**config.mk**
```make
export PLATFORM = sky130hd
export DESIGN_NAME = arx_key_sched
export DESIGN_NICKNAME = d
export VERILOG_FILES = /design/src/rtl/arx_pkg.sv /design/src/rtl/arx_key_sched.sv
export SDC_FILE = /design/constraint.sdc
export NUM_CORES = 2
export LEC_CHECK = 0
export BUFFER_PORTS_ARGS = -buffer_cell sky130_fd_sc_hd__buf_4
export CORE_MARGIN = 2
export CORE_UTILIZATION = 40
export DETAILED_ROUTE_END_ITERATION = 6
export SLEW_MARGIN = 30
export SYNTH_ARGS = -nofsm -noshare
export SYNTH_HDL_FRONTEND = slang
export SYNTH_SLANG_ARGS = --single-unit
```
**constraint.sdc**
```tcl
create_clock -name clock -period 6 [get_ports clock]
set_input_delay 0.6 -clock clock [delete_from_list [all_inputs] [get_ports clock]]
set_output_delay 0.6 -clock clock [all_outputs]
set_load 0.02 [all_outputs]
```
**src/rtl/arx_pkg.sv**
```systemverilog
`timescale 1ns / 1ps
// Shared types, constants and round functions of the ARX block cipher.
package arx_pkg;

   localparam int WordW   = 32;
   localparam int CsrIdxW = 2;
   localparam int NumKeyMixes = 12;

   typedef logic [WordW-1:0] word_type;
   typedef word_type [3:0] block_type;

   typedef struct packed {
      word_type plain_word0;
      word_type plain_word1;
      word_type plain_word2;
      word_type plain_word3;
   } req_word_type;

   typedef struct packed {
      word_type cipher_word0;
      word_type cipher_word1;
      word_type cipher_word2;
      word_type cipher_word3;
   } rsp_word_type;

   // What one pipeline stage does to the block before its register.
   typedef enum logic [2:0] {
      OP_PASS,
      OP_MIX,
      OP_WHITEN_MIX,
      OP_XOR_MIX,
      OP_FINAL
   } stage_op_type;

   function automatic word_type rotl(word_type x, logic [4:0] n);
      return (x << n) | (x >> (6'd32 - {1'b0, n}));
   endfunction

   function automatic word_type pick(word_type s, word_type x, word_type y);
      return y ^ (s & (x ^ y));
   endfunction

   // One add-rotate-XOR mixing of word m with the other three words.
   function automatic block_type mix_step(block_type w, logic [1:0] m);
      word_type  a;
      word_type  b;
      word_type  c;
      word_type  d;
      word_type  v;
      logic [4:0] r1;
      logic [4:0] r2;
      block_type res;
      unique case (m)
         2'd0: begin
            r1 = 5'd1;
            r2 = 5'd11;
         end
         2'd1: begin
            r1 = 5'd2;
            r2 = 5'd7;
         end
         2'd2: begin
            r1 = 5'd3;
            r2 = 5'd15;
         end
         default: begin
            r1 = 5'd5;
            r2 = 5'd17;
         end
      endcase
      a = w[m];
      b = w[m + 2'd1];
      c = w[m + 2'd2];
      d = w[m + 2'd3];
      v = a + (b ^ c ^ d);
      v = rotl(v, r1);
      v = v ^ pick(b, c, d);
      res = w;
      res[m] = rotl(v, r2);
      return res;
   endfunction

   // Keyed choice swaps on the word pairs (0,1), (2,3), (0,2) and (1,3).
   function automatic block_type shuffle(block_type w, block_type rk);
      block_type res;
      word_type  x;
      word_type  y;
      res = w;
      x = res[0];
      y = res[1];
      res[0] = pick(rk[0], x, y);
      res[1] = pick(rk[0], y, x);
      x = res[2];
      y = res[3];
      res[2] = pick(rk[1], x, y);
      res[3] = pick(rk[1], y, x);
      x = res[0];
      y = res[2];
      res[0] = pick(rk[2], x, y);
      res[2] = pick(rk[2], y, x);
      x = res[1];
      y = res[3];
      res[1] = pick(rk[3], x, y);
      res[3] = pick(rk[3], y, x);
      return res;
   endfunction

endpackage

```
**src/rtl/arx_key_sched.sv**
```systemverilog
`timescale 1ns / 1ps
// Free-running round key schedule: three key permutations as twelve mixing stages.
module arx_key_sched
   import arx_pkg::*;
(
   input  logic      clock,
   input  block_type key,
   output block_type rkey0,
   output block_type rkey1,
   output block_type rkey2
);

   block_type t_ff [NumKeyMixes];
   block_type t_in [NumKeyMixes];

   // The chain recomputes every cycle, so a new key settles once it has passed through all twelve mixing registers.
   for (genvar j = 0; j < NumKeyMixes; j++) begin : g_mix
      localparam logic [1:0] Sel = 2'(j % 4);
      if (j == 0) begin : g_first
         assign t_in[j] = mix_step(key, Sel);
      end else begin : g_next
         assign t_in[j] = mix_step(t_ff[j-1], Sel);
      end

      always_ff @(posedge clock) begin
         t_ff[j] <= t_in[j];
      end
   end

   assign rkey0 = t_ff[3] ^ key;
   assign rkey1 = t_ff[7] ^ key;
   assign rkey2 = t_ff[11] ^ key;

endmodule

```
; Yosys cells after proc, flatten, opt, wreduce, memory -nomap -nowiden
; Memories as Yosys holds them, arrays and structs flattened.
; Index checks and enable logic that the tools add are counted.
[word_totals]
ff_bits = 0
mem_bits_rw = 1536
out_inout_bits = 384
elab_cells = 112
memories = 1
[memory_table]
columns = memory, depth, width, rd, rd_ports_with_merged_regs, write_ports, line_no
row1 = t_ff, 12, 128, 12, 0, 12, arx_key_sched.sv:13  ; block_type t_ff [NumKeyMixes];
[classes]
n_addsub = 12
bitwise = 99
[op_table]
columns = op, count
row1 = 32-bit bitwise XOR, 60
row2 = 32-bit adder, 12
row3 = 32-bit AND, 12
row4 = 128-bit bitwise XOR, 3
row5 = 32-bit by 1-bit bitwise OR with 32-bit output, 3
row6 = 32-bit by 11-bit bitwise OR with 32-bit output, 3
row7 = 32-bit by 15-bit bitwise OR with 32-bit output, 3
row8 = 32-bit by 17-bit bitwise OR with 32-bit output, 3
row9 = 32-bit by 2-bit bitwise OR with 32-bit output, 3
row10 = 32-bit by 3-bit bitwise OR with 32-bit output, 3
row11 = 32-bit by 5-bit bitwise OR with 32-bit output, 3
row12 = 32-bit by 7-bit bitwise OR with 32-bit output, 3

; Depth between registers and ports, before layout
[depth]
depth_word = 6
depth_mapped = 16
depth_no_buf = 16

; Worst setup path before layout
; No wires, ideal clock.
[synth_timing]
path_type = input port to flip-flop
startpoint = in key[33] (netlist bit)
endpoint = mem t_ff[0][9] (netlist bit)
setup_time_ns = 0.072
arrival_time_ns = 3.448
t_required_ns = 5.928
slack_ns = 2.480
path_stages = 15
n_path_buf = 1
cell_sequence = clkbuf_1 > xnor2_1 > xnor2_1 > ha_1 > a21o_1 > a21o_1 > a2111oi_0 > o31ai_1 > o211ai_1 > a21oi_1 > o21ai_0 > o31ai_1 > a21o_1 > a21oi_1 > xnor2_1
[synth_lines]
columns = element, line_no
row1 = from (decl), arx_key_sched.sv:7  ; input block_type key,
row2 = to (decl), arx_key_sched.sv:13

==> run_results.csv <==
group,metric,value,unit
run_status,status,"complete, no violations",
routing,totalWireLength,279000,µm
synth,synth_top_cell_area_share,46.5,%
clock_tree,htreeDepth,4,
layout,largest_reg_flops,1536,
synth,synthCells,5895,
layout,areaGrowthSynthToFinish,18.5,%
clock_tree,cts_made_buffers,165,
routing,drtAntennaViolNets,0,
layout,seq_area,30700,µm²
layout,finalNetCount,7011,
timing,setup_viol,0,
synth,synthArstFlopShare,0,%
critical_path,path_buf_inv,0,
clock_tree,cts.sinks,1536,
layout,multiInputGateArea,34700,µm²
clock_tree,post_cts_buffers,0,
critical_path,cp_top_family,"compound AO/OA/AOI/OAI gates",
synth,ys_seq_area_share,46.5,%
synth,ys_warn_count,0,
global_routing,busiest_layer,"met2",
layout,reg_top3,"t_ff x1536",
layout,drive_gt1_share,13.2,%
routing,wl_per_cell,31.6,µm
critical_path,path_max_fanout,4,
critical_path,cp-start-kind,"register",
global_routing,grt_pass1_vias,45300,
timing,timing.setup.tns,0,ps
global_routing,met1_usage,38.9,%
clock_tree,cts_hold_buf,0,
layout,fill_cells,15300,
routing,num_vias,45100,
critical_path,slowest_stage,"a311oi_1",
job,drv_cap,0,
critical_path,worstPathArrival,5660,ps
synth,ys_types,81,
critical_path,critPathRequiredTime,6590,ps
critical_path,cpMostUsedCell,"xnor2_1",
timing,period_needed,5070,ps
synth,synth_area_leaders,"dfxtp_1 (47%), xnor2_1 (18%), ha_1 (7.7%)",
worst_hold_path,min_path_type,"primary input to register",
floorplanning,design.core.area,165000,µm²
global_routing,track_usage,32.4,%
timing,maxSlewHeadroom,21.4,%
synth,syn-num-nets,6444,
floorplanning,dieArea,168000,µm²
clock_tree,cts_tree,"built",
timing,min_period_over_period,84.4,%
clock_tree,clk_path_buf_depth,3,
critical_path,startpoint,"t_ff[7][97]$_DFF_P_",
routing,drcViolationCount,0,
synth,syn_area_per_cell,11.2,µm²
timing,worst-slew-pin-transition,1150,ps
global_routing,antenna_found_initial,40,
clock_tree,worstSkewPairLatency,800,ps
worst_hold_path,min-delay-start,"key[69]",
synth,synth_edf_count,0,
synth,yosysTopAreaCell,"dfxtp_1",
floorplanning,initial_core_util,40.1,%
layout,largest-register,"t_ff",
floorplanning,die_y,410,µm
floorplanning,ios,513,
synth,synth.most_common_cell,"dfxtp_1",
timing,report.final.hold_viol_count,0,
critical_path,critPathMaxStageDelay,660,ps
critical_path,end_kind,"register",
timing,slew_violations,0,
global_routing,grt_start_max_net_pins,17,
synth,ys_ff_latch,1536,
place,port-buffer-count,512,
clock_tree,clk_pin_slew,60,ps
floorplanning,rows,149,
global_routing,grt_overflow,0,
place,gp_congestion,1.03,
global_routing,gr-usage-met2,53.6,%
critical_path,path_class,"register to register",
global_routing,grt.met3_usage,4.07,%
timing,rsz0062_at_grt,"no",
clock_tree,cts_resized,0,
clock_tree,cts-root-buf,"clkbuf_16",
global_routing,grt_pass1_wl,368000,µm
synth,synth_commonest_cells,"dfxtp_1 (1536), xnor2_1 (1380), xor2_1 (525)",
routing,drtIter0Drc,3764,
timing,fmax,197,MHz
synth,netlist_area,66100,µm²
timing,skew,26.8,ps
routing,vias_per_cell,5.10,
floorplanning,die_w,410,µm
critical_path,worstPathCellList,"xnor2_1 -> xnor2_1 -> ha_1 -> a211oi_1 -> o211ai_1 -> a31oi_1 -> nand2_1 -> a21oi_1 -> o21ai_1 -> a311oi_1 -> o21ai_1 -> a21o_1 -> a21oi_1 -> xnor2_1",
synth,synth_flop_cell,"dfxtp_1",
place,post-dp-hpwl,244000,µm
routing,first_pass_iters,5,
critical_path,rr_startpoint,"t_ff[7][97]$_DFF_P_",
-- path summary, 6_finish.rpt --
| check | end | slack, ps | cells after the start |
|---|---|---|---|
| setup / recovery | t_ff[8][9]$_DFF_P_ | 930 | 14 |
| setup reg to reg | t_ff[8][9]$_DFF_P_ | 930 | 14 |
| hold / removal | t_ff[0][69]$_DFF_P_ | 50 | 1 |
| hold reg to reg | t_ff[10][37]$_DFF_P_ | 370 | 0 |
-- layout make-up --
type                       count  share of cell area, %
inverter                      71                  0.340
multi-input combinational   4167                   44.3
antenna                       56                  0.179
timing repair buffer         521                   4.99
sequential                  1536                   39.3
tap                         2189                   3.50
clock inverter                85                   1.43
clock buffer                 218                   5.96
-- through the flow --
| stage | cells | worst slack (ps) | util [%] | hold slack, ps | area, µm² |
|---|---|---|---|---|---|
| 6_report | 8843 | 934 | 47.6 | 45.1 | 78300 |
| 5_1_grt | 8821 | 878 | 47.5 | 17.6 | 78300 |
| 4_1_cts | 8787 | 978 | 47.5 | 7.47 | 78200 |
| 3_5_place_dp | 8484 | 993 | 44.0 | 369 | 72400 |
| 3_3_place_gp | 8484 | 986 | 43.9 | 366 | 72300 |
| 2_1_floorplan | 5895 | 2480 | - | 362 | 66100 |
-- cell usage in the layout, fill, tap and decap left out, types with 8 or more instances in the layout --
master	count
o211ai_1	15
fa_1	12
o31ai_1	16
o21bai_1	49
buf_4	521
xnor2_1	1373
diode_2	56
xor2_1	525
a31oi_1	30
and2_1	12
a21o_1	248
ha_1	408
nand2b_1	42
a31o_2	14
clkbuf_16	172
mux2i_1	372
or2_2	9
nand2_1	127
inv_1	71
and4_1	8
nor2_1	122
nand4_1	37
bufinv_16	23
clkinv_2	36
clkbuf_8	19
clkbuf_1	27
nand3_1	47
and3_1	17
clkinvlp_4	13
or3_1	9
a211oi_1	13
mux2i_2	13
o21a_1	33
dfxtp_1	1536
o21ai_0	124
a21oi_1	300
nor2b_1	32
nor3_1	35
-- routing by layer --
| metal | vias to the layer above | share of wire (%) |
|---|---|---|
| met4 | 8 | 8.1 |
| met1 | 21900 | 40 |
| met5 | - | 0.020 |
| li1 | 21200 | - |
| met2 | 1565 | 47 |
| met3 | 468 | 5.0 |
-- kinds of logic after synthesis --
logic type      synth area share, %
compound gates                 9.34
xor+xnor                       25.2
fa+ha+maj                      8.09
mux                            5.83
simple gates                   3.88
buf+inv                        1.09
flops                          46.5
-- worst reg2reg max path: stages, from the launching register on --
cell and delay (ps):
dfxtp_1 470, xnor2_1 120, xnor2_1 250, ha_1 300
a211oi_1 330, o211ai_1 170, a31oi_1 510, nand2_1 130
a21oi_1 490, o21ai_1 300, a311oi_1 660, o21ai_1 280
a21o_1 230, a21oi_1 160, xnor2_1 470
Power is not shown: default switching activity piles up to over one toggle a cycle in this logic, so the estimate is an artifact.
