[config.mk]
export PLATFORM = sky130hd
export DESIGN_NAME = arx_out_skid
export DESIGN_NICKNAME = d
export VERILOG_FILES = /design/src/rtl/arx_pkg.sv /design/src/rtl/arx_out_skid.sv
export SDC_FILE = /design/constraint.sdc
export NUM_CORES = 1
export LEC_CHECK = 0
export ABC_AREA = 1
export BUFFER_PORTS_ARGS = -buffer_cell sky130_fd_sc_hd__clkbuf_2
export CORE_MARGIN = 1
export CORE_UTILIZATION = 50
export CTS_BUF_LIST = sky130_fd_sc_hd__clkbuf_4 sky130_fd_sc_hd__clkbuf_8
export DETAILED_ROUTE_END_ITERATION = 8
export PLACE_DENSITY = 0.77
export SLEW_MARGIN = 10
export SYNTH_ARGS = -nofsm -noshare
export SYNTH_HDL_FRONTEND = slang
export SYNTH_SLANG_ARGS = --single-unit
[constraint.sdc]
create_clock -name clock -period 11.23 [get_ports clock]
set_input_delay 3.369 -clock clock [delete_from_list [all_inputs] [get_ports clock]]
set_output_delay 3.369 -clock clock [all_outputs]
set_load 0.1 [all_outputs]
[src/rtl/arx_pkg.sv]
`timescale 1ns / 1ps
// Shared types, constants and round functions of the ARX block cipher.
package arx_pkg;

   localparam int WordW   = 32;
   localparam int CsrIdxW = 2;
   localparam int NumKeyMixes = 12;

   typedef logic [WordW-1:0] word_type;
   typedef word_type [3:0] block_type;

   typedef struct packed {
      word_type plain_word0;
      word_type plain_word1;
      word_type plain_word2;
      word_type plain_word3;
   } req_word_type;

   typedef struct packed {
      word_type cipher_word0;
      word_type cipher_word1;
      word_type cipher_word2;
      word_type cipher_word3;
   } rsp_word_type;

   // What one pipeline stage does to the block before its register.
   typedef enum logic [2:0] {
      OP_PASS,
      OP_MIX,
      OP_WHITEN_MIX,
      OP_XOR_MIX,
      OP_FINAL
   } stage_op_type;

   function automatic word_type rotl(word_type x, logic [4:0] n);
      return (x << n) | (x >> (6'd32 - {1'b0, n}));
   endfunction

   function automatic word_type pick(word_type s, word_type x, word_type y);
      return y ^ (s & (x ^ y));
   endfunction

   // One add-rotate-XOR mixing of word m with the other three words.
   function automatic block_type mix_step(block_type w, logic [1:0] m);
      word_type  a;
      word_type  b;
      word_type  c;
      word_type  d;
      word_type  v;
      logic [4:0] r1;
      logic [4:0] r2;
      block_type res;
      unique case (m)
         2'd0: begin
            r1 = 5'd1;
            r2 = 5'd11;
         end
         2'd1: begin
            r1 = 5'd2;
            r2 = 5'd7;
         end
         2'd2: begin
            r1 = 5'd3;
            r2 = 5'd15;
         end
         default: begin
            r1 = 5'd5;
            r2 = 5'd17;
         end
      endcase
      a = w[m];
      b = w[m + 2'd1];
      c = w[m + 2'd2];
      d = w[m + 2'd3];
      v = a + (b ^ c ^ d);
      v = rotl(v, r1);
      v = v ^ pick(b, c, d);
      res = w;
      res[m] = rotl(v, r2);
      return res;
   endfunction

   // Keyed choice swaps on the word pairs (0,1), (2,3), (0,2) and (1,3).
   function automatic block_type shuffle(block_type w, block_type rk);
      block_type res;
      word_type  x;
      word_type  y;
      res = w;
      x = res[0];
      y = res[1];
      res[0] = pick(rk[0], x, y);
      res[1] = pick(rk[0], y, x);
      x = res[2];
      y = res[3];
      res[2] = pick(rk[1], x, y);
      res[3] = pick(rk[1], y, x);
      x = res[0];
      y = res[2];
      res[0] = pick(rk[2], x, y);
      res[2] = pick(rk[2], y, x);
      x = res[1];
      y = res[3];
      res[1] = pick(rk[3], x, y);
      res[3] = pick(rk[3], y, x);
      return res;
   endfunction

endpackage

[src/rtl/arx_out_skid.sv]
`timescale 1ns / 1ps
// Output register with a one-word skid stage that decouples the pipeline from rsp_stall.
module arx_out_skid
   import arx_pkg::*;
(
   input  logic         clock,
   input  logic         reset,
   input  logic         pipe_valid,
   input  rsp_word_type pipe_data,
   output logic         pipe_enable,
   output logic         rsp_valid,
   input  logic         rsp_stall,
   output rsp_word_type rsp_data
);

   logic         rsp_valid_ff;
   logic         rsp_valid_in;
   rsp_word_type rsp_data_ff;
   rsp_word_type rsp_data_in;
   logic         skid_valid_ff;
   logic         skid_valid_in;
   rsp_word_type skid_data_ff;
   rsp_word_type skid_data_in;
   logic         out_take;

   assign out_take = rsp_valid_ff && !rsp_stall;

   // While the skid stage holds a word the pipeline is frozen.
   always_comb begin
      rsp_valid_in  = rsp_valid_ff;
      rsp_data_in   = rsp_data_ff;
      skid_valid_in = skid_valid_ff;
      skid_data_in  = skid_data_ff;
      if (skid_valid_ff) begin
         if (out_take) begin
            rsp_valid_in  = 1'b1;
            rsp_data_in   = skid_data_ff;
            skid_valid_in = 1'b0;
         end
      end else if (out_take || !rsp_valid_ff) begin
         rsp_valid_in = pipe_valid;
         rsp_data_in  = pipe_data;
      end else if (pipe_valid) begin
         skid_valid_in = 1'b1;
         skid_data_in  = pipe_data;
      end
   end

   always_ff @(posedge clock) begin
      if (reset) begin
         rsp_valid_ff  <= 1'b0;
         skid_valid_ff <= 1'b0;
      end else begin
         rsp_valid_ff  <= rsp_valid_in;
         skid_valid_ff <= skid_valid_in;
      end
   end

   always_ff @(posedge clock) begin
      rsp_data_ff  <= rsp_data_in;
      skid_data_ff <= skid_data_in;
   end

   assign pipe_enable = !skid_valid_ff;
   assign rsp_valid   = rsp_valid_ff;
   assign rsp_data    = rsp_data_ff;

endmodule

Word-level counts from Yosys, hierarchy flattened --
Cells that the tools add are included.
Word-level totals: bits of input ports 132, flip-flop bits (word level) 258, output and inout bits 130, logic and storage cells 31
Operators by class: bitwise operators 2, reduce and logical (&&, ||, !) cells 8, equal/unequal tests 1, multiplexer cells 10
Operators by type and width (number):
- 128-bit 2-to-1 mux | 3
- 1-bit 2-to-1 mux | 7
- 1-bit logical NOT | 3
- 3-bit AND reduction | 1
- 2-bit by 1-bit inequality test with 1-bit output, second input constant | 1
- 1-bit inverter | 2
- 2-bit AND reduction | 1
- 2-bit nonzero test | 1
- 1-bit logical AND | 1
- 1-bit logical OR | 1

Depth between registers and ports, before layout --
depth after elaboration 5, mapped depth 6

Worst setup path after synthesis --
Ideal clock, no wire load.
path type input to register, start point input port rsp_stall, end point register skid_data_ff[0] (netlist bit), enable pin, setup time 0.618 ns, slack 1.799 ns, arrival 8.813 ns, stages 2, cell sequence nand2_1 > nor2_1
Between the ends: longest elaborated chain between the ends 5
Ends and longest elaborated chain:
- start: declaration | line arx_out_skid.sv:12 | input logic rsp_stall,
- 1-bit logical NOT | line arx_out_skid.sv:26 | assign out_take = rsp_valid_ff && !rsp_stall;
- 1-bit logical AND | line arx_out_skid.sv:26
- 1-bit logical OR | line arx_out_skid.sv:40 | end else if (out_take || !rsp_valid_ff) begin
- 1-bit inverter (no source line)
- 3-bit AND reduction (no source line)
- end signal: assignment | line arx_out_skid.sv:61 | skid_data_ff <= skid_data_in;
- end: declaration | line arx_out_skid.sv:22 | rsp_word_type skid_data_ff;
Every way passes these cells. A chain may end at the register's enable or synchronous reset.

Worst setup path after layout --
start point register skid_valid_ff, end point output port pipe_enable
Between the ends: longest elaborated chain between the ends 1
Ends and longest elaborated chain:
- start: declaration | line arx_out_skid.sv:20 | logic skid_valid_ff;
- start signal: assignment | line arx_out_skid.sv:55 | skid_valid_ff <= skid_valid_in;
- 1-bit logical NOT | line arx_out_skid.sv:64 | assign pipe_enable = !skid_valid_ff;
- end: declaration | line arx_out_skid.sv:10 | output logic pipe_enable,
Every way passes these cells.

==> run_results.csv <==
group,metric,value,unit
power_and_ir_drop,ir_drop,136,uV
synth,yosysTopAreaCellShare,0.811,
timing,setup_tns,0,ns
route,wl_per_cell,15.8,um
route,drt-met1-wl,7.97,mm
clocking,cts_buffer_depth,3,
layout,drive_gt1_frac,0.335,
placement,dp_slack,5.71,ns
synth,async_flop_share,0,
synth,synth_area_leaders,"edfxtp_1, nand2_1, buf_6",
layout,num-fill-cells,1399,
floorplan,rows,49,
layout,antenna_cells,0,
global_route,antenna_found_initial,1,
clocking,cts_tree,"built",
synth,synthMostInstantiatedCell,"nand2_1",
route,maxUsedRoutingLayer,"met5",
placement,gp_congestion,0.776,
global_route,grt_overflow,0,
synth,synth_area_per_cell,13.8,um2
worst_setup_path,end_kind,"output pin",
timing,hold_violations,0,
global_route,grt_usage,0.198,
synth,ys_ff_latch,258,
worst_setup_path,crit_start,"skid_valid_ff$_SDFF_PP0_",
global_route,grt_max_degree,100,
timing,fin_ws,5.98,ns
clocking,htree_levels,2,
synth,yosysSeqAreaShare,0.816,
layout,syn_to_final_growth,23.7,%
job,drv_cap,0,
clocking,numClockSinks,258,
power_and_ir_drop,p_total,2.54,mW
floorplan,core_area,0.0183,mm2
global_route,grt_pass1_wl,29.9,mm
route,vias_per_cell,4.82,
timing,whs,0.513,ns
synth,synth_nets,821,
timing,final.setup_skew,0.0107,ns
timing,slew_viol_final,0,
worst_setup_path,r2r_cells,4,
placement,dp_hpwl,12.3,mm
layout,multi_input_area,0.00151,mm2
route,ant_nets,0,
clocking,cts_buffers,42,
synth,yosysWarnings,0,
synth,synth.distinct_cells,10,
global_route,first_global_vias,5883,
worst_setup_path,path_max_fanout,45,
synth,synth_edf_count,256,
synth,syn_area,0.00948,mm2
floorplan,die_area,0.0195,mm2
floorplan,initial_core_util,0.519,
timing,slew_headroom,0.241,
floorplan,top_level_ports,262,
power_and_ir_drop,power.density,217,mW/mm2
route,first_iter_violations,370,
route,drtPass1Iterations,4,
route,wl_met3,1.64,mm
route,routed_wl,19.4,mm
clocking,clkSlewWorstSetupHoldPaths,0.06,ns
worst_setup_path,startpoint_type,"flip-flop",
synth,yosysTopAreaCell,"edfxtp_1",
worst_setup_path,rrSetupSlack,8.33,ns
min_path,hold_class,"reg -> reg",
clocking,post_cts_buffers,0,
floorplan,die_w,140,um
worst_setup_path,crit_end,"pipe_enable",
layout,nets,1102,
layout,seqCellArea,0.00773,mm2
clocking,hold_buffers,0,
timing,rsz0062_at_grt,"no",
worst_setup_path,crit_type,"reg -> out",
worst_setup_path,arrival,1.88,ns
clocking,cts_resized,0,
timing,setup_viol,0,
route,num_vias,5920,
route,wl_met2,9.42,mm
placement,numPortBuffers,261,
worst_setup_path,crit_required,7.86,ns
worst_setup_path,timing.rr.end,"rsp_data[71]$_DFFE_PP_",
synth,synth_commonest_cells,"nand2_1, edfxtp_1, buf_4, buf_6, buf_2",
worst_setup_path,r2r-start,"skid_valid_ff$_SDFF_PP0_",
synth,synth_ff_type,"edfxtp_1",
power_and_ir_drop,p_leak,5.17,nW
route,remaining_drc_errors,0,
timing,fin_crit_sh,0.467,
clocking,cts_root_buf,"clkbuf_8",
floorplan,chipHeight,140,um
timing,finalCriticalPeriod,5.25,ns
timing,max_freq,191,MHz
status,outcome,"completed",
timing,tightest_slew,1.14,ns
clocking,clkLatencyLatePin,0.51,ns
synth,netlist_instances,689,
routing by layer:
metal  up-vias  track usage
met1      2733        0.251
met2       257        0.323
met4         2       0.0752
li1       2894            -
met3        34       0.0609
met5         -            0
critical path, stage by stage (launching register included):
cell      delay, ns
dfxtp_4        0.49
inv_4          0.34
clkbuf_2       0.53
flip-flops by register name, indices dropped and copies added (netlist names):
| register | flops |
|---|---|
| rsp_data | 128 |
| rsp_valid | 1 |
| skid_data_ff | 128 |
| skid_valid_ff | 1 |
report_power, final:
| part | leakage [nW] | total [mW] | internal [mW] | switching (mW) |
|---|---|---|---|---|
| Combinational | 2.25 | 0.572 | 0.0675 | 0.504 |
| Sequential | 2.48 | 1.17 | 1.15 | 0.0247 |
| Clock | 0.440 | 0.797 | 0.459 | 0.338 |
| Total | 5.17 | 2.54 | 1.67 | 0.867 |
area by class of cell:
| cell class | instances | share of cell area |
|---|---|---|
| multi-input cells | 397 | 0.129 |
| clock buffers | 59 | 0.0618 |
| clock inverters | 13 | 0.00897 |
| repair buffers | 266 | 0.115 |
| inverters | 5 | 0.00182 |
| well taps | 229 | 0.0245 |
| flip-flops and latches | 258 | 0.660 |
how the worst min path moves through the flow:
stage,startpoint,end,slack [ns],cells past startpoint
2_1_floorplan,skid_data_ff[121]$_DFFE_PP_,rsp_data[121]$_DFFE_PP_,0.49,2
3_3_place_gp,skid_data_ff[35]$_DFFE_PP_,rsp_data[35]$_DFFE_PP_,0.50,2
3_5_place_dp,skid_data_ff[74]$_DFFE_PP_,rsp_data[74]$_DFFE_PP_,0.50,2
4_1_cts,skid_data_ff[16]$_DFFE_PP_,rsp_data[16]$_DFFE_PP_,0.51,2
5_1_grt,skid_data_ff[74]$_DFFE_PP_,rsp_data[74]$_DFFE_PP_,0.53,2
6_report,skid_data_ff[91]$_DFFE_PP_,rsp_data[91]$_DFFE_PP_,0.51,2
kinds of logic after synthesis:
| group | after synthesis | share of synthesized area |
|---|---|---|
| simple gates | 396 | 0.157 |
| flops | 258 | 0.816 |
| buf+inv | 34 | 0.0271 |
| compound gates | 1 | 0.000528 |
stage by stage:
stage                     cells  instance area [um2]   util
final                      1227                11700  0.641
after global routing       1227                11700  0.641
after CTS                  1227                11700  0.641
after detailed placement   1155                10900  0.596
after global placement     1155                10900  0.596
after floorplan             689                 9480      -
cell usage in the layout, fill, tap and decap left out:
cell type / netlist / final
inv_4: 1 / 1
clkbuf_4: 0 / 14
o21ai_0: 1 / 1
nor2_4: 0 / 1
dfxtp_4: 0 / 1
edfxtp_1: 256 / 256
clkbuf_2: 0 / 261
clkinv_1: 0 / 8
dfxtp_1: 2 / 1
buf_4: 11 / 5
nor2_1: 4 / 3
inv_1: 4 / 4
bufinv_16: 0 / 2
nand2_1: 392 / 391
clkinv_2: 0 / 3
clkbuf_8: 0 / 45
nand2_4: 0 / 1
No activity file was read; power rests on OpenSTA's default activity.
