File: src/rtl/arx_pkg.sv
`timescale 1ns / 1ps
// Shared types, constants and round functions of the ARX block cipher.
package arx_pkg;

   localparam int WordW   = 32;
   localparam int CsrIdxW = 2;
   localparam int NumKeyMixes = 12;

   typedef logic [WordW-1:0] word_type;
   typedef word_type [3:0] block_type;

   typedef struct packed {
      word_type plain_word0;
      word_type plain_word1;
      word_type plain_word2;
      word_type plain_word3;
   } req_word_type;

   typedef struct packed {
      word_type cipher_word0;
      word_type cipher_word1;
      word_type cipher_word2;
      word_type cipher_word3;
   } rsp_word_type;

   // What one pipeline stage does to the block before its register.
   typedef enum logic [2:0] {
      OP_PASS,
      OP_MIX,
      OP_WHITEN_MIX,
      OP_XOR_MIX,
      OP_FINAL
   } stage_op_type;

   function automatic word_type rotl(word_type x, logic [4:0] n);
      return (x << n) | (x >> (6'd32 - {1'b0, n}));
   endfunction

   function automatic word_type pick(word_type s, word_type x, word_type y);
      return y ^ (s & (x ^ y));
   endfunction

   // One add-rotate-XOR mixing of word m with the other three words.
   function automatic block_type mix_step(block_type w, logic [1:0] m);
      word_type  a;
      word_type  b;
      word_type  c;
      word_type  d;
      word_type  v;
      logic [4:0] r1;
      logic [4:0] r2;
      block_type res;
      unique case (m)
         2'd0: begin
            r1 = 5'd1;
            r2 = 5'd11;
         end
         2'd1: begin
            r1 = 5'd2;
            r2 = 5'd7;
         end
         2'd2: begin
            r1 = 5'd3;
            r2 = 5'd15;
         end
         default: begin
            r1 = 5'd5;
            r2 = 5'd17;
         end
      endcase
      a = w[m];
      b = w[m + 2'd1];
      c = w[m + 2'd2];
      d = w[m + 2'd3];
      v = a + (b ^ c ^ d);
      v = rotl(v, r1);
      v = v ^ pick(b, c, d);
      res = w;
      res[m] = rotl(v, r2);
      return res;
   endfunction

   // Keyed choice swaps on the word pairs (0,1), (2,3), (0,2) and (1,3).
   function automatic block_type shuffle(block_type w, block_type rk);
      block_type res;
      word_type  x;
      word_type  y;
      res = w;
      x = res[0];
      y = res[1];
      res[0] = pick(rk[0], x, y);
      res[1] = pick(rk[0], y, x);
      x = res[2];
      y = res[3];
      res[2] = pick(rk[1], x, y);
      res[3] = pick(rk[1], y, x);
      x = res[0];
      y = res[2];
      res[0] = pick(rk[2], x, y);
      res[2] = pick(rk[2], y, x);
      x = res[1];
      y = res[3];
      res[1] = pick(rk[3], x, y);
      res[3] = pick(rk[3], y, x);
      return res;
   endfunction

endpackage

File: src/rtl/arx_pipe_stage.sv
`timescale 1ns / 1ps
// One register stage of the cipher pipeline with its optional key step and mixing.
module arx_pipe_stage
   import arx_pkg::*;
#(
   parameter stage_op_type OP      = OP_PASS,
   parameter int           MIX_IDX = 0
)
(
   input  logic      clock,
   input  logic      reset,
   input  logic      enable,
   input  logic      in_valid,
   input  block_type in_block,
   input  block_type rkey,
   output logic      out_valid,
   output block_type out_block
);

   localparam logic [1:0] MixSel = MIX_IDX[1:0];

   logic      valid_ff;
   block_type block_ff;
   block_type block_in;

   always_comb begin
      unique case (OP)
         OP_PASS:       block_in = in_block;
         OP_MIX:        block_in = mix_step(in_block, MixSel);
         OP_WHITEN_MIX: block_in = mix_step(shuffle(in_block ^ rkey, rkey), MixSel);
         OP_XOR_MIX:    block_in = mix_step(in_block ^ rkey, MixSel);
         OP_FINAL:      block_in = shuffle(in_block ^ rkey, rkey);
         default:       block_in = in_block;
      endcase
   end

   always_ff @(posedge clock) begin
      if (reset) begin
         valid_ff <= 1'b0;
      end else if (enable) begin
         valid_ff <= in_valid;
      end
   end

   always_ff @(posedge clock) begin
      if (enable) begin
         block_ff <= block_in;
      end
   end

   assign out_valid = valid_ff;
   assign out_block = block_ff;

endmodule

File: config.mk
export PLATFORM = sky130hd
export DESIGN_NAME = arx_pipe_stage
export DESIGN_NICKNAME = d
export VERILOG_FILES = /design/src/rtl/arx_pkg.sv /design/src/rtl/arx_pipe_stage.sv
export SDC_FILE = /design/constraint.sdc
export NUM_CORES = 1
export LEC_CHECK = 0
export ABC_AREA = 1
export BUFFER_PORTS_ARGS = -buffer_cell sky130_fd_sc_hd__buf_2
export CAP_MARGIN = 5
export CORE_AREA = 3 3 150 152
export DETAILED_ROUTE_END_ITERATION = 10
export DIE_AREA = 0 0 153 155
export SYNTH_ARGS = -nofsm -noshare
export SYNTH_HDL_FRONTEND = slang
export SYNTH_SLANG_ARGS = --single-unit
File: constraint.sdc
create_clock -name clock -period 0.8 [get_ports clock]
set_clock_uncertainty 0.1 [all_clocks]
set_input_delay 0.04 -clock clock [delete_from_list [all_inputs] [get_ports clock]]
set_output_delay 0.04 -clock clock [all_outputs]
set_load 0.02 [all_outputs]
### Word level (Yosys, flattened, before mapping)

Index checks and enable logic that the tools add are counted.

* register bits after elaboration: 129
* output and inout bits: 129

### Longest topological paths before layout

Gate-level depths: netlist of run 1.

* word-level depth: 0
* mapped depth: 4
* mapped depth without buffers: 4

### Worst setup path before layout of run 1

OpenSTA, ideal clock, no wires.

* path type: reg2reg
* from: reg out_valid (netlist name)
* to: reg valid_ff (netlist: out_valid)
* setup time: 0.114 ns
* arrival: 0.535 ns
* required time: 0.586 ns
* slack: 0.051 ns
* cell stages (with the launch flop): 3
* buffers on the path: 0
* period minus slack after synthesis: 0.749 ns
* cells stage by stage: dfxtp_1 > nor2_1 > nor2_2

RTL lines
* end signal, assigned: RTL line arx_pipe_stage.sv:41 `valid_ff <= in_valid;`
* end, declared: RTL line arx_pipe_stage.sv:22 `logic valid_ff;`

### Final worst setup path of run 1

* from: reg block_ff, in the netlist out_block[5]
* to: out out_block[5] (netlist bit)

RTL lines
* start, declared: RTL line arx_pipe_stage.sv:23 `block_type block_ff;`
* start signal, assigned: RTL line arx_pipe_stage.sv:47 `block_ff <= block_in;`
* end, declared: RTL line arx_pipe_stage.sv:17 `output block_type out_block`

No word-level cell between the ends.

==> run_results.csv, run 1 <==
group,metric,value,unit
status,status,"complete, but fails checks",
detailed_routing,vias,2951,
cells_and_area,postLayoutCoreUtil,38.2,%
setup_path,start_kind,"register",
timing,tightest_slew,215,ps
timing,rsz0062_at_grt,"yes",
detailed_routing,drtIter0Drc,124,
detailed_routing,wl_per_cell,15.3,um
floorplan,fp.dieW,153,um
detailed_routing,dr_wl_met3,1130,um
grt,groute.usage.overall,10.5,%
placement,dpl_cell_area,5630,um2
clock_network,clockRootBuffer,"clkbuf_16",
setup_path,cp-end-kind,"output pin",
floorplan,core-area,21200,um2
timing,period_share,141,%
synthesis,synth_top_area_share,98.8,%
power,finalPower,0.0182,W
floorplan,initial_core_util,18.4,%
setup_path,path_max_fanout,1,
flow_run,maxCapViolCount,0,
clock_network,cts_buffers,17,
detailed_routing,avgViaCountPerCell,3.50,
power,power_leakage,3.36,nW
placement,gp_congestion,0.717,
detailed_routing,wirelength,12900,um
timing,hold_viol,0,
grt,antenna_found_initial,3,
setup_path,worstPathRequired,660,ps
synthesis,synth_top_cell_by_area,"edfxtp_1",
synthesis,synth_most_common_cell,"edfxtp_1",
timing,setup_ws,-332,ps
setup_path,crit_slowest_cell,"edfxtp_1",
min_path,hold_class,"input pin to register",
cells_and_area,fin_area,8090,um2
clock_network,worstSkewPairLatency,400,ps
clock_network,cts_sinks,129,
timing,fin_crit,1130,ps
synthesis,syn_area,3890,um2
synthesis,ys.flop_type,"edfxtp_1",
power,ir_drop,1300,uV
floorplan,die_area,23700,um2
placement,portBuffers,260,
floorplan,io_pins,389,
setup_path,crit_type,"register to output pin",
synthesis,synth-edff-count,128,
cells_and_area,final_nets,812,
detailed_routing,top_layer,"met5",
setup_path,max_stage_delay,430,ps
cells_and_area,drive_gt1_share,52.2,%
setup_path,critPathBufInv,1,
clock_network,clkSlewWorstSetupHoldPaths,60,ps
synthesis,yosys_warnings,0,
synthesis,async_flop_share,0,%
power,powerDensity,2260,nW/um2
clock_network,postCtsSetupBuffers,0,
clock_network,cts-htree-levels,4,
synthesis,synth_area_per_cell,28.8,um2
clock_network,cts_tree,"done",
synthesis,synth_commonest_cells,"edfxtp_1 (128), inv_1 (2), nand2_1 (2)",
grt,grt_max_degree,38,
synthesis,synth_cell_types,6,
status,violations,"negative setup slack",
grt,grt_pass1_wl,18500,um
setup_path,cpLargestDelayFamily,"flip-flops",
cells_and_area,area_delta_synth_final,108,%
setup_path,critPathArrivalTime,990,ps
floorplan,num_rows,53,
setup_path,crit_chain,"buf_6",
floorplan,die-height,155,um
synthesis,synth_area_leaders,"edfxtp_1 (99%), dfxtp_1 (0.51%), inv_1 (0.19%)",
timing,setup_viol,129,
detailed_routing,drc,0,
synthesis,syn-num-nets,395,
grt,overflow,0,
grt,grt_pass1_vias,3273,
synthesis,synth_cells,135,
timing,fmax,884,MHz
placement,dp_hpwl,8670,um
detailed_routing,wl_met2,6910,um
timing,hold_slack,9.88,ps
timing,slew_viol_final,0,
synthesis,seq_area_frac_synth,99.4,%
timing,relSlewSlack,85.7,%
detailed_routing,ant_nets,0,
clock_network,clockBufferDepth,2,
detailed_routing,firstDrtPassIters,4,
synthesis,synth_seq_cells,129,
detailed_routing,wl_met1,4700,um
placement,pre_cts_slack,-112,ps
==> state kept, by name, indices dropped and copies added (netlist names) <==
name,cells
out_valid,1
out_block,128
==> cells by family (layout without fill, tap and decap cells) <==
family | Yosys count | count (layout) | share of synthesized area (%)
flops | 129 | 129 | 99.4
simple gates | 4 | 4 | 0.451
buf+inv | 2 | 432 | 0.193
other cells | 0 | 2 | 0
==> through the flow <==
| stage | std cells | TNS (ps) |
|---|---|---|
| after detailed placement | 677 | -9060 |
| final | 842 | -35220 |
| after global placement | 677 | -8060 |
| after floorplan | 135 | 0 |
| after CTS | 840 | -39050 |
| after global routing | 841 | -42160 |
==> layer usage <==
layer	track usage, %	up-vias
met2	18.3	166
li1	-	1383
met5	0	-
met1	11.3	1392
met4	3.44	2
met3	5.12	8
==> layout make-up <==
class                   instances  area (um2)
fillers                      1972       13100
clock inverters                12         118
clock buffers                  20         437
diodes                          2        5.00
flip-flops and latches        129        3860
inverters                       2        7.51
multi-input cells               4        17.5
repair buffers                398        3300
well taps                     275         344
==> cell usage in the layout (no fill, tap or decap) <==
master	synthesis	layout
buf_6	0	95
clkbuf_16	0	17
bufinv_16	0	2
buf_12	0	3
dfxtp_2	0	1
clkinv_1	0	3
inv_1	2	2
clkinv_2	0	3
clkbuf_1	0	3
edfxtp_1	128	128
nand2_1	2	2
diode_2	0	2
clkinvlp_4	0	3
nor2_2	1	1
dlygate4sd3_1	0	131
buf_2	0	165
clkinv_4	0	1
nor2_1	1	1
buf_4	0	4
==> repair_timing <==
action                                  4_1_cts  5_1_grt
resized for setup                           109       80
hold buffers                                131        0
hold endpoints to repair                    130        0
endpoints found under the setup margin      129      129
pin swaps                                     0        0
==> path summary, 6_finish.rpt <==
path / depth (start not counted) / end / from / slack [ps]
max: 1 / out_block[5] / out_block[5]$_DFFE_PP_ / -330
min: 2 / out_block[126]$_DFFE_PP_ / enable / 10
max reg2reg: 2 / out_valid$_SDFFE_PP0P_ / out_valid$_SDFFE_PP0P_ / 110
min reg2reg: 2 / out_valid$_SDFFE_PP0P_ / out_valid$_SDFFE_PP0P_ / 390
==> power breakdown <==
| group | switching, W | internal [W] | leakage (nW) |
|---|---|---|---|
| clock network | 0.00275 | 0.00453 | 0.262 |
| registers | 0.000231 | 0.00804 | 1.26 |
| logic | 0.00124 | 0.00145 | 1.84 |
| total | 0.00422 | 0.0140 | 3.36 |
Power figures use the tool's default switching activity.
==> run 2, diff against run 1 <==
--- a/config.mk
+++ b/config.mk
@@ -11,6 +11,8 @@
 export CORE_AREA = 3 3 150 152
 export DETAILED_ROUTE_END_ITERATION = 10
 export DIE_AREA = 0 0 153 155
+export PLACE_DENSITY = 0.52
+export SLEW_MARGIN = 40
 export SYNTH_ARGS = -nofsm -noshare
 export SYNTH_HDL_FRONTEND = slang
 export SYNTH_SLANG_ARGS = --single-unit
==> run 2 against run 1 <==
  * The run ends with negative hold slack, negative setup slack left
  * Clock power is 20% higher
  * Combinational power decreased by 2%
  * Hold slack lost 100 ps
  * Sequential share of layout area down 0.21 points
  * Final area rose by 0.45%
  * Critical path depth unchanged
==> run_results.csv, run 2 (synthesis gave the netlist of run 1 again) <==
group,metric,value,unit
power,finalPower,0.0196,W
power,ir_drop,1260,uV
timing,tightest_slew,348,ps
clock_network,clkSlewWorstSetupHoldPaths,60,ps
setup_path,cpLargestDelayFamily,"flip-flops",
clock_network,clockRootBuffer,"clkbuf_16",
detailed_routing,ant_nets,0,
cells_and_area,drive_gt1_share,52.5,%
clock_network,worstSkewPairLatency,400,ps
timing,setup_viol,129,
status,violations,"negative hold slack, negative setup slack",
setup_path,max_stage_delay,410,ps
detailed_routing,drtIter0Drc,125,
floorplan,core-area,21200,um2
setup_path,critPathArrivalTime,970,ps
placement,portBuffers,260,
floorplan,die-height,155,um
timing,relSlewSlack,76.8,%
setup_path,r2r_cells,2,
cells_and_area,final_cell_mix,"buf_2 (168), dlygate4sd3_1 (130), edfxtp_1 (128)",
setup_path,critPathLaunch,"out_block[43]$_DFFE_PP_",
timing,period_share,139,%
grt,overflow,0,
floorplan,initial_core_util,18.4,%
cells_and_area,final_common_cell,"buf_2",
floorplan,die_area,23700,um2
timing,slew_viol_final,0,
clock_network,cts_tree,"done",
timing,fmax,902,MHz
setup_path,endpoint,"out_block[43]",
clock_network,cts_buffers,17,
cells_and_area,largest_register_ffs,128,
clock_network,cts-htree-levels,4,
clock_network,cts_sinks,129,
timing,setup_ws,-308,ps
clock_network,clockBufferDepth,2,
grt,grt_pass1_vias,3428,
status,status,"complete, but fails checks",
grt,grt_max_degree,64,
detailed_routing,wl_per_cell,14.4,um
detailed_routing,firstDrtPassIters,4,
detailed_routing,avgViaCountPerCell,3.54,
detailed_routing,wirelength,12000,um
power,power_leakage,3.38,nW
flow_run,maxCapViolCount,0,
detailed_routing,vias,2952,
timing,hold_slack,-91.6,ps
setup_path,cp-end-kind,"output pin",
floorplan,fp.dieW,153,um
min_path,hold_class,"input pin to register",
cells_and_area,final_nets,807,
timing,fin_crit,1110,ps
placement,dp_hpwl,7960,um
timing,hold_viol,5,
clock_network,postCtsHoldBufs,130,
setup_path,critPathBufInv,1,
setup_path,worstPathRequired,660,ps
setup_path,crit_type,"register to output pin",
floorplan,num_rows,53,
floorplan,io_pins,389,
cells_and_area,area_delta_synth_final,109,%
setup_path,crit_slowest_cell,"edfxtp_1",
grt,grt_pass1_wl,18300,um
clock_network,postCtsSetupBuffers,0,
setup_path,path_max_fanout,1,
setup_path,worst_r2r_endpoint,"out_valid$_SDFFE_PP0P_",
placement,gp_congestion,0.829,
setup_path,start_kind,"register",
grt,groute.usage.overall,10.1,%
grt,antenna_found_initial,0,
power,powerDensity,2410,nW/um2
setup_path,cp.depth,1,
setup_path,r2r_slack,100,ps
detailed_routing,drc,0,
cells_and_area,antenna_cells,0,
setup_path,reg2reg_from,"out_valid$_SDFFE_PP0P_",
timing,finalSetupTns,-34870,ps
timing,rsz0062_at_grt,"yes",
setup_path,crit_chain,"buf_6",
cells_and_area,nFillCells,1958,
run 2: worst min path at each step:
stage,start,end,slack [ps],cells after the start
floorplan,in_block[0],out_block[0]$_DFFE_PP_,40,0
global placement,in_block[81],out_block[81]$_DFFE_PP_,120,1
detailed placement,in_block[6],out_block[6]$_DFFE_PP_,120,1
CTS,enable,out_block[63]$_DFFE_PP_,-110,2
global route,enable,out_block[63]$_DFFE_PP_,-110,2
finish,enable,out_block[109]$_DFFE_PP_,-90,2
run 2: layout make-up:
cell class | instances | area, um2 | share of cell area (%)
clock inverter | 13 | 234 | 2.88
multi-input combinational | 4 | 17.5 | 0.216
tap | 275 | 344 | 4.23
timing repair buffer | 393 | 3230 | 39.7
inverter | 2 | 7.51 | 0.0924
sequential | 129 | 3860 | 47.6
clock buffer | 19 | 433 | 5.33
run 2: layer usage:
| layer | track usage, % | vias to the layer above | share of wire (%) | wire (um) |
|---|---|---|---|---|
| met5 | 0 | - | 0 | 0 |
| met4 | 3.95 | 0 | 1.7 | 200 |
| met3 | 4.56 | 16 | 9.0 | 1080 |
| met2 | 17.5 | 176 | 52 | 6210 |
| met1 | 10.8 | 1390 | 38 | 4540 |
| li1 | - | 1370 | - | - |
run 2: per-stage QoR:
step | instances | setup slack (ps) | utilization (%) | instance area (um2)
after floorplan | 135 | 51.4 | - | 3890
after global placement | 673 | -98.0 | 26.4 | 5590
after detailed placement | 673 | -117 | 26.4 | 5590
after CTS | 835 | -346 | 37.5 | 7940
after global routing | 835 | -375 | 38.4 | 8130
final | 835 | -308 | 38.4 | 8130
run 2: repair_timing:
action / 4_1_cts / 5_1_grt
setup endpoints to repair: 129 / 129
hold endpoints to repair: 134 / 5
gates resized for setup: 123 / 60
run 2: worst register-to-register path: cells and delay by family, from the launching register on:
| kind | cells | cell delay [ps] |
|---|---|---|
| DFF | 1 | 330 |
| and+or+nand+nor | 2 | 170 |
run 2: power by group:
group / internal, W / switching (W) / total [W]
clock: 0.00586 / 0.00286 / 0.00872
sequential: 0.00804 / 0.000222 / 0.00827
combinational: 0.00141 / 0.00122 / 0.00263
==> run 3, diff against run 2 <==
--- a/config.mk
+++ b/config.mk
@@ -9,6 +9,7 @@
 export BUFFER_PORTS_ARGS = -buffer_cell sky130_fd_sc_hd__buf_2
 export CAP_MARGIN = 5
 export CORE_AREA = 3 3 150 152
+export CTS_BUF_LIST = sky130_fd_sc_hd__clkbuf_16
 export DETAILED_ROUTE_END_ITERATION = 10
 export DIE_AREA = 0 0 153 155
 export PLACE_DENSITY = 0.52
==> run 3 against run 2 <==
  * The flow still finishes with violations (negative hold slack, negative setup slack)
  * Clock-buffer cell count shrank 2
  * Non-clock buffer count unchanged
  * Sequential share of layout area is the same
  * Combinational power is essentially flat
  * Power decreased by 0.16%
  * Register-to-register slack is essentially flat
==> run_results.csv, run 3 (synthesis gave the netlist of run 1 again) <==
group,metric,value,unit
grt,overflow,0,
floorplan,die_area,23700,um2
detailed_routing,wirelength,12000,um
timing,period_share,138,%
grt,groute.usage.overall,10.1,%
cells_and_area,antenna_cells,0,
placement,portBuffers,260,
cells_and_area,postLayoutCoreUtil,38.4,%
detailed_routing,wl_met1,4540,um
floorplan,initial_core_util,18.4,%
timing,hold_viol,5,
cells_and_area,final_cell_mix,"buf_2 (168), dlygate4sd3_1 (130), edfxtp_1 (128)",
floorplan,io_pins,389,
status,status,"complete, but fails checks",
placement,pre_cts_slack,-117,ps
setup_path,worstPathRequired,660,ps
clock_network,postCtsSetupBuffers,0,
detailed_routing,avgViaCountPerCell,3.54,
cells_and_area,fin_area,8130,um2
timing,slew_viol_final,0,
setup_path,crit_type,"register to output pin",
cells_and_area,final_nets,807,
setup_path,critPathArrivalTime,970,ps
flow_run,maxCapViolCount,0,
clock_network,cts_sinks,129,
detailed_routing,dr_wl_met3,1070,um
grt,grt_max_degree,64,
setup_path,crit_slowest_cell,"edfxtp_1",
detailed_routing,firstDrtPassIters,4,
detailed_routing,drc,0,
setup_path,cp-end-kind,"output pin",
floorplan,fp.dieW,153,um
placement,gp_congestion,0.829,
detailed_routing,top_layer,"met4",
cells_and_area,drive_gt1_share,52.5,%
clock_network,cts_buffers,17,
power,ir_drop,1260,uV
placement,dpl_cell_area,5590,um2
floorplan,core-area,21200,um2
status,violations,"negative hold slack, negative setup slack",
power,powerDensity,2410,nW/um2
detailed_routing,ant_nets,0,
grt,antenna_found_initial,0,
clock_network,cts_tree,"done",
cells_and_area,final_cells,835,
power,power_leakage,3.39,nW
timing,tightest_slew,348,ps
detailed_routing,vias,2952,
timing,setup_viol,129,
timing,relSlewSlack,76.8,%
grt,grt_pass1_vias,3428,
setup_path,critPathBufInv,1,
floorplan,die-height,155,um
timing,setup_ws,-308,ps
min_path,hold_depth,2,
clock_network,cts-htree-levels,4,
setup_path,crit_chain,"buf_6",
setup_path,r2r_slack,100,ps
timing,fin_crit,1110,ps
grt,grt_pass1_wl,18300,um
setup_path,path_max_fanout,1,
min_path,hold_class,"input pin to register",
timing,fmax,903,MHz
floorplan,num_rows,53,
clock_network,postCtsHoldBufs,130,
setup_path,max_stage_delay,410,ps
placement,dp.cells,673,
cells_and_area,largest_register_ffs,128,
cells_and_area,area_delta_synth_final,109,%
setup_path,r2r_cells,2,
timing,rsz0062_at_grt,"yes",
clock_network,clockRootBuffer,"clkbuf_16",
detailed_routing,wl_per_cell,14.4,um
setup_path,cp.depth,1,
setup_path,cpLargestDelayFamily,"flip-flops",
setup_path,start_kind,"register",
clock_network,clockBufferDepth,2,
clock_network,clkSlewWorstSetupHoldPaths,60,ps
detailed_routing,drtIter0Drc,124,
clock_network,worstSkewPairLatency,400,ps
timing,hold_slack,-91.2,ps
placement,dp_hpwl,7960,um
detailed_routing,wl_met2,6190,um
cells_and_area,final_common_cell,"buf_2",
[run 3: layout make-up]
cell class / instances / area, um2
Inverter: 2 / 7.51
Clock buffer: 17 / 425
Timing Repair Buffer: 393 / 3230
Tap cell: 275 / 344
Fill cell: 1958 / 13000
Clock inverter: 15 / 241
Sequential cell: 129 / 3860
Multi-Input combinational cell: 4 / 17.5
[run 3: final timing paths]
path | start | to
worst min-delay path | enable | out_block[109]$_DFFE_PP_
worst max register to register | out_valid$_SDFFE_PP0P_ | out_valid$_SDFFE_PP0P_
worst max-delay path | out_block[43]$_DFFE_PP_ | out_block[43]
worst min register to register | out_valid$_SDFFE_PP0P_ | out_valid$_SDFFE_PP0P_
[run 3: where the power goes]
group	switching (W)	leakage [nW]	internal [W]	total, W
Sequential	0.000222	1.26	0.00804	0.00827
Clock	0.00285	0.324	0.00583	0.00869
Combinational	0.00122	1.80	0.00141	0.00263
[run 3: routing by layer]
metal | track usage [%] | vias to the layer above
met5 | 0 | -
met4 | 3.95 | 0
met3 | 4.56 | 18
met2 | 17.5 | 175
met1 | 10.8 | 1389
li1 | - | 1370
[run 3: per-stage QoR]
| stage | power, W | hold WS (ps) | TNS (ps) |
|---|---|---|---|
| 5_1_grt | 0.0205 | -110 | -42350 |
| 4_1_cts | 0.0197 | -113 | -39340 |
| 3_3_place_gp | 0.0100 | 116 | -10540 |
| 2_1_floorplan | 0.00902 | 38.9 | 0 |
| 3_5_place_dp | 0.0100 | 118 | -13110 |
| 6_report | 0.0196 | -91.2 | -34790 |
[run 3: repair_timing]
item / 4_1_cts / 5_1_grt
endpoints found under the hold margin: 134 / 5
setup endpoints to repair: 129 / 129
gates resized for setup: 123 / 60
